File: config.mk
export PLATFORM = sky130hd
export DESIGN_NAME = prf_sqrt_step
export DESIGN_NICKNAME = d
export VERILOG_FILES = /design/src/hw/rtl/prf_pkg.sv /design/src/hw/rtl/prf_sqrt_step.sv
export SDC_FILE = /design/constraint.sdc
export NUM_CORES = 1
export LEC_CHECK = 0
export BUFFER_PORTS_ARGS = -buffer_cell sky130_fd_sc_hd__buf_2
export CAP_MARGIN = 0
export CORE_AREA = 2 2 157 159
export CTS_CLUSTER_DIAMETER = 200
export DETAILED_ROUTE_END_ITERATION = 16
export DIE_AREA = 0 0 159 161
export PLACE_DENSITY = 0.61
export SLEW_MARGIN = 40
export SYNTH_ARGS = -nofsm -noshare
export SYNTH_HDL_FRONTEND = slang
export SYNTH_SLANG_ARGS = --single-unit
File: constraint.sdc
create_clock -name clk -period 3.5 [get_ports clk]
set_input_delay 0.525 -clock clk [delete_from_list [all_inputs] [get_ports clk]]
set_output_delay 0.525 -clock clk [all_outputs]
set_load 0.005 [all_outputs]
File: src/hw/rtl/prf_pkg.sv
package prf_pkg;

  localparam int SQRT_STEPS = 32;
  localparam int DIV_STEPS  = 63;

  // configuration register indexes
  typedef enum logic [1:0] {
    CFG_CUTOFF,
    CFG_MIN_DIST,
    CFG_MASS
  } cfg_reg_t;

  localparam logic [31:0] CUTOFF_RESET   = 32'd42949673;
  localparam logic [31:0] MIN_DIST_RESET = 32'd429497;
  localparam logic [31:0] MASS_RESET     = 32'd42949673;

  localparam logic [63:0] POS_MAX = 64'h7FFF_FFFF_FFFF_FFFF;
  localparam logic [63:0] NEG_MIN = 64'h8000_0000_0000_0000;

  // per-request sideband carried down the pipe
  typedef struct packed {
    logic        react;
    logic        inr;
    logic        nx;
    logic        ny;
    logic [31:0] mx;
    logic [31:0] my;
  } side_t;

  typedef struct packed {
    logic [63:0] s;
    logic [33:0] rem;
    logic [31:0] root;
    side_t       side;
  } sqrt_t;

  typedef struct packed {
    logic [127:0] rem_x;
    logic [127:0] rem_y;
    logic [127:0] den;
    logic [62:0]  qx;
    logic [62:0]  qy;
    logic         satx;
    logic         saty;
    logic         zx;
    logic         zy;
    logic         negx;
    logic         negy;
    logic         react;
    logic         inr;
  } div_t;

endpackage

File: src/hw/rtl/prf_sqrt_step.sv
module prf_sqrt_step import prf_pkg::*; (
  input  logic       clk,
  input  logic       rst_n,
  input  logic       en,
  input  logic       in_valid,
  input  sqrt_t      in_data,
  input  logic [1:0] pair,
  output logic       out_valid,
  output sqrt_t      out_data
);

  logic [35:0] cur, trial, diff;
  logic        ge;
  sqrt_t       data_nxt;
  logic        v_r;
  sqrt_t       data_r;

  // one root digit per stage
  always_comb begin
    cur   = {in_data.rem, pair};
    trial = {2'b00, in_data.root, 2'b01};
    ge    = cur >= trial;
    diff  = cur - trial;
    data_nxt      = in_data;
    data_nxt.rem  = ge ? diff[33:0] : cur[33:0];
    data_nxt.root = {in_data.root[30:0], ge};
  end

  always_ff @(posedge clk) begin
    if (!rst_n) begin
      v_r <= 1'b0;
    end else if (en) begin
      v_r <= in_valid;
    end
  end

  always_ff @(posedge clk) begin
    if (en) begin
      data_r <= data_nxt;
    end
  end

  assign out_valid = v_r;
  assign out_data  = data_r;

endmodule

==> results of run 1 <==
[cell families (layout without fill, tap and decap cells)]
logic type | count (synthesis) | count (layout)
other | 0 | 6
multiplexers | 7 | 7
AND/OR/NAND/NOR | 113 | 113
adder cells (fa/ha/maj) | 34 | 34
flip-flops | 199 | 199
AO/OA/AOI/OAI | 129 | 129
buffers and inverters | 54 | 488
XOR/XNOR | 28 | 28
[power by group]
part	internal, uW	total [uW]	switching (uW)	leakage, uW
Combinational	421	932	512	0.00283
Clock	977	2000	1020	0.000292
Sequential	2880	2930	53.6	0.00195
[worst paths after layout]
check | to | slack (ns) | cells past startpoint
setup / recovery | out_data[132]$_DFFE_PP_ | 0.68 | 10
hold / removal | out_data[35]$_DFFE_PP_ | 0.25 | 1
setup reg to reg | out_valid$_SDFFE_PN0P_ | 2.90 | 2
hold reg to reg | out_valid$_SDFFE_PN0P_ | 0.53 | 2
[flip-flops by register name, summed over array words and instances (netlist names)]
register   cells
out_data     198
out_valid      1
[area by class of cell]
class	count	area (um2)	share of cell area, %
clock inverter	14	173	1.51
timing repair buffer	414	2140	18.7
inverter	42	158	1.38
sequential	199	5970	52.1
multi-input combinational	311	2160	18.9
antenna	6	15.0	0.131
clock buffer	18	429	3.75
tap	324	405	3.54
[metal layers]
layer  up-vias  wire length, um  track usage, %
met1      2983            10200            23.8
li1       2978                -               -
met4         8              579            6.28
met5         -               58               0
met3        35             2420            6.83
met2       260            13200            33.9
[worst register-to-register path, cell delays in order (launching register included)]
cell     delay (ns)
dfxtp_1        0.32
mux2i_1        0.12
nor2b_1        0.06
[Yosys cell counts, types with 7 or more instances]
| cell | number |
|---|---|
| a21o_1 | 21 |
| a21oi_1 | 26 |
| and3_1 | 9 |
| edfxtp_1 | 198 |
| ha_1 | 34 |
| inv_1 | 41 |
| nand2_1 | 48 |
| nand4_1 | 7 |
| nor2_1 | 14 |
| nor3_1 | 8 |
| o21ai_0 | 12 |
| o21ai_1 | 31 |
| xnor2_1 | 12 |
| xor2_1 | 16 |
[through the flow]
stage | utilization [%] | cell area, um2 | setup WS [ns]
floorplan | - | 8340 | 0.593
global placement | 45.2 | 10800 | 0.333
detailed placement | 45.2 | 10800 | 0.231
CTS | 47.7 | 11400 | 0.682
global route | 47.7 | 11400 | 0.511
finish | 47.7 | 11400 | 0.677
==> impl_metrics.env, run 1 <==
export IMPL_core_area_mm2=0.0240
export IMPL_synth_compound_area_share_pct=10.4
export IMPL_period_minus_slack_ns=2.82
export IMPL_ctsResizeCount=0
export IMPL_synthCells=564
export IMPL_antenna_found_initial=11
export IMPL_tns_ns=0
export IMPL_cp_max_fo=7
export IMPL_cp_top_family="compound AO/OA/AOI/OAI gates"
export IMPL_p_per_area_mw_per_mm2=513
export IMPL_layout_commonest_cell="buf_2"
export IMPL_avgRoutedWirePerCell_um=19.9
export IMPL_synthMuxAreaShare_pct=0.885
export IMPL_crit_start="in_data[75]"
export IMPL_ys_seq_area_share_pct=71.5
export IMPL_wirelength_um=26400
export IMPL_ir_drop_mv=0.316
export IMPL_critPathKind="in -> reg"
export IMPL_cp_num_buf_inv=3
export IMPL_power_leakage_uw=0.00507
export IMPL_rows=57
export IMPL_worstReg2RegStart="out_valid$_SDFFE_PN0P_"
export IMPL_synth_top_family_by_area="compound AO/OA/AOI/OAI gates"
export IMPL_final_cell_mix="buf_2, edfxtp_1, nand2_1, inv_1, ha_1"
export IMPL_cp_data_required_time_ns=3.69
export IMPL_synth_fa_ha_area_share_pct=5.10
export IMPL_rsz0062_at_grt="no"
export IMPL_ioPinCount=403
export IMPL_critPathSlowestCell="o41ai_1"
export IMPL_synth_flop_cell="edfxtp_1"
export IMPL_yosys_cell_types_count=57
export IMPL_clockBufferDepth=2
export IMPL_drt_iter0_markers=577
export IMPL_synth_top_area_share_pct=71.3
export IMPL_hp_class="in -> reg"
export IMPL_vias_per_cell=4.72
export IMPL_fin_skew_ns=0
export IMPL_hold_viol_final=0
export IMPL_tightestPinTransition_ns=0.742
export IMPL_drv_cap=0
export IMPL_grt_pass1_wl_um=37600
export IMPL_slew_violations=0
export IMPL_yosysTopAreaCell="edfxtp_1"
export IMPL_antenna_left=0
export IMPL_avgSynthCellArea_um2=14.8
export IMPL_synth_async_reset_ratio_pct=0
export IMPL_ys_seq_elements=199
export IMPL_syn_num_nets=802
export IMPL_die_h_um=161
export IMPL_fin_crit_sh_pct=80.7
export IMPL_root_buffer="clkbuf_16"
export IMPL_synth_edf_count=198
export IMPL_power_uw=5870
export IMPL_cp_cell_sequence="buf_2 -> inv_1 -> ha_1 -> a21o_1 -> o41ai_1 -> o211ai_1 -> a211oi_1 -> o21a_2 -> inv_2 -> mux2_1"
export IMPL_synth_xor_area_share_pct=2.94
export IMPL_synth_warnings=0
export IMPL_synth_area_top_cells="edfxtp_1, ha_1, nand2_1"
export IMPL_cts_tree="yes"
export IMPL_cts_made_buffers=17
export IMPL_hold_start="in_data[35]"
export IMPL_die_area_mm2=0.0256
export IMPL_fin_nets=1223
export IMPL_ctsHtreeMaxLevel=4
export IMPL_grt_pass1_vias=6045
export IMPL_cts_sinks=199
export IMPL_worst_setup_path_start_kind="input port"
export IMPL_portBuffers=402
export IMPL_insertion_delay_ns=0.44
export IMPL_vias=6264
export IMPL_die_w_um=159
export IMPL_yosys_area_share_simple_pct=6.62
export IMPL_layout_cells_non_filler=1328
export IMPL_cts_setup_buffers=0
export IMPL_groute_usage_overall_pct=19.9
export IMPL_crit_arrival_ns=3.01
export IMPL_drc=0
export IMPL_drive_gt1_share_pct=45.6
export IMPL_grt_max_degree=88
export IMPL_gp_congestion=0.861
export IMPL_max_slew_margin_pct=50.5
export IMPL_syn_area_mm2=0.00834
export IMPL_start_util_pct=34.8
export IMPL_fmax_ghz=0.354
export IMPL_cts_hold_buf=0
export IMPL_clk_pin_slew_ns=0.09
export IMPL_status="finished, final reports clean"
export IMPL_setup_viol=0
export IMPL_n_fill_cell=2223
export IMPL_overflow=0
export IMPL_area_growth_pct=37.2
export IMPL_dr_pass1_iters=5
export IMPL_hold_ws_ns=0.249
export IMPL_end_kind="flop"
export IMPL_slowest_delay_ns=0.44
export IMPL_post_dp_hpwl_um=21000
export IMPL_dp_cells=1290
Power figures use the tool's default switching activity.
==> run 2: changes to the inputs <==
==> constraint.sdc (replaced) <==
create_clock -name clk -period 2.9 [get_ports clk]
set_input_delay 0.435 -clock clk [delete_from_list [all_inputs] [get_ports clk]]
set_output_delay 0.435 -clock clk [all_outputs]
set_load 0.005 [all_outputs]
==> run 2 against run 1 <==
Compared with the run above: combinational power grew 29%; via count grew 2.7%; clock skew is the same; register-to-register slack lost 0.61 ns; sequential power grew 21%; first-iteration DRC count shrank 24%; count of clock-buffer cells in the layout is the same; sequential share of layout area shrank 1.3 points; sequential cell count is the same; clock power grew 21%; worst setup slack lost 0.35 ns; power grew 22%; largest cell class unchanged.
==> impl_metrics.env, run 2 (synthesis gave the netlist of run 1 again) <==
export IMPL_die_h_um=161
export IMPL_rsz0062_at_grt="no"
export IMPL_clockBufferDepth=2
export IMPL_netSwitchingFraction_pct=27.1
export IMPL_cp_top_family="compound AO/OA/AOI/OAI gates"
export IMPL_clk_pin_slew_ns=0.09
export IMPL_max_slew_margin_pct=70.3
export IMPL_cp_data_required_time_ns=3.08
export IMPL_status="finished, final reports clean"
export IMPL_root_buffer="clkbuf_16"
export IMPL_cts_hold_buf=0
export IMPL_die_area_mm2=0.0256
export IMPL_critPathKind="in -> reg"
export IMPL_fin_crit_sh_pct=88.6
export IMPL_slowest_delay_ns=0.34
export IMPL_drc=0
export IMPL_drive_gt1_share_pct=47.6
export IMPL_portBuffers=402
export IMPL_ioPinCount=403
export IMPL_combPwrFrac_pct=16.7
export IMPL_worst_setup_path_start_kind="input port"
export IMPL_antenna_left=0
export IMPL_ctsHtreeMaxLevel=4
export IMPL_antenna_found_initial=9
export IMPL_overflow=0
export IMPL_power_internal_uw=5230
export IMPL_seq_power_share_pct=49.5
export IMPL_slew_violations=0
export IMPL_dp_cells=1329
export IMPL_cts_made_buffers=17
export IMPL_drt_iter0_markers=440
export IMPL_core_area_mm2=0.0240
export IMPL_avgRoutedWirePerCell_um=19.7
export IMPL_fin_nets=1262
export IMPL_power_leakage_uw=0.00527
export IMPL_fin_skew_ns=0
export IMPL_insertion_delay_ns=0.43
export IMPL_layout_commonest_cell="buf_2"
export IMPL_hp_class="in -> reg"
export IMPL_grt_pass1_wl_um=38900
export IMPL_switchingPower_uw=1940
export IMPL_gp_congestion=0.842
export IMPL_layout_cells_non_filler=1363
export IMPL_cts_setup_buffers=0
export IMPL_start_util_pct=34.8
export IMPL_ctsResizeCount=0
export IMPL_cp_max_fo=4
export IMPL_critPathSlowestCell="o41ai_1"
export IMPL_final_cell_mix="buf_2, edfxtp_1, nand2_1, buf_4, inv_1"
export IMPL_setup_viol=0
export IMPL_crit_arrival_ns=2.75
export IMPL_p_per_area_mw_per_mm2=610
export IMPL_largest_reg_flops=198
export IMPL_tightestPinTransition_ns=0.442
export IMPL_cp_cell_sequence="buf_2 -> inv_1 -> ha_1 -> a21o_1 -> o41ai_1 -> buf_4 -> o211ai_1 -> a21oi_1 -> o21ai_0 -> xor2_1 -> mux2_1"
export IMPL_fmax_ghz=0.389
export IMPL_period_minus_slack_ns=2.57
export IMPL_cp_num_buf_inv=3
export IMPL_end_kind="flop"
export IMPL_grt_max_degree=67
export IMPL_power_share_clock_pct=33.8
export IMPL_drv_cap=0
export IMPL_power_uw=7170
export IMPL_postLayoutCoreUtil_pct=49.0
export IMPL_area_growth_pct=40.8
export IMPL_dr_pass1_iters=5
export IMPL_cts_sinks=199
export IMPL_ir_drop_mv=0.296
export IMPL_wirelength_um=26800
export IMPL_vias=6436
export IMPL_grt_pass1_vias=6386
export IMPL_die_w_um=159
export IMPL_rows=57
export IMPL_cts_tree="yes"
export IMPL_vias_per_cell=4.72
export IMPL_hold_viol_final=0
export IMPL_post_dp_hpwl_um=21300
export IMPL_groute_usage_overall_pct=20.4
## run 2: cell count changes in the layout (fill, tap and decap cells not counted)
cell	delta
buf_4	+38
diode_2	-4
buf_12	+1
clkinv_8	+1
inv_8	-1
## run 2: power groups by stage
stage / logic (uW) / registers [uW] / clock network, uW
5_1_grt: 1310 / 3570 / 2590
4_1_cts: 1210 / 3550 / 2490
3_5_place_dp: 1210 / 3610 / 0
3_3_place_gp: 1200 / 3610 / 0
2_1_floorplan: 438 / 3650 / 0
6_report: 1200 / 3550 / 2420
## run 2: worst paths after layout
| check | startpoint | end | slack (ns) | depth (start not counted) |
|---|---|---|---|---|
| worst max-delay path | in_data[75] | out_data[132]$_DFFE_PP_ | 0.33 | 11 |
| worst min-delay path | in_data[179] | out_data[179]$_DFFE_PP_ | 0.17 | 1 |
| worst max register to register | out_valid$_SDFFE_PN0P_ | out_valid$_SDFFE_PN0P_ | 2.29 | 2 |
| worst min register to register | out_valid$_SDFFE_PN0P_ | out_valid$_SDFFE_PN0P_ | 0.55 | 2 |
## run 2: area by class of cell
type,instances,area [um2]
Antenna cell,2,5.00
Clock buffer,18,429
Clock inverter,14,178
Fill cell,2249,12200
Inverter,42,158
Multi-Input combinational cell,311,2160
Sequential cell,199,5970
Tap cell,324,405
Timing Repair Buffer,453,2440
## run 2: through the flow
| stage | hold slack, ns | setup TNS, ns | setup WS (ns) | instance area [um2] |
|---|---|---|---|---|
| finish | 0.167 | 0 | 0.330 | 11700 |
| global route | 0.139 | 0 | 0.188 | 11700 |
| CTS | 0.146 | 0 | 0.331 | 11700 |
| detailed placement | 0.533 | -0.526 | -0.130 | 11100 |
| global placement | 0.497 | -0.668 | -0.132 | 11100 |
| floorplan | 0.507 | 0 | 0.0828 | 8340 |
## run 2: metal layers
metal	GRT usage, %	up-vias	share of wire, %
met1	24.1	3086	39
li1	-	3047	-
met4	7.07	10	2.4
met3	7.52	44	8.1
met5	0	-	0.25
met2	34.6	249	50
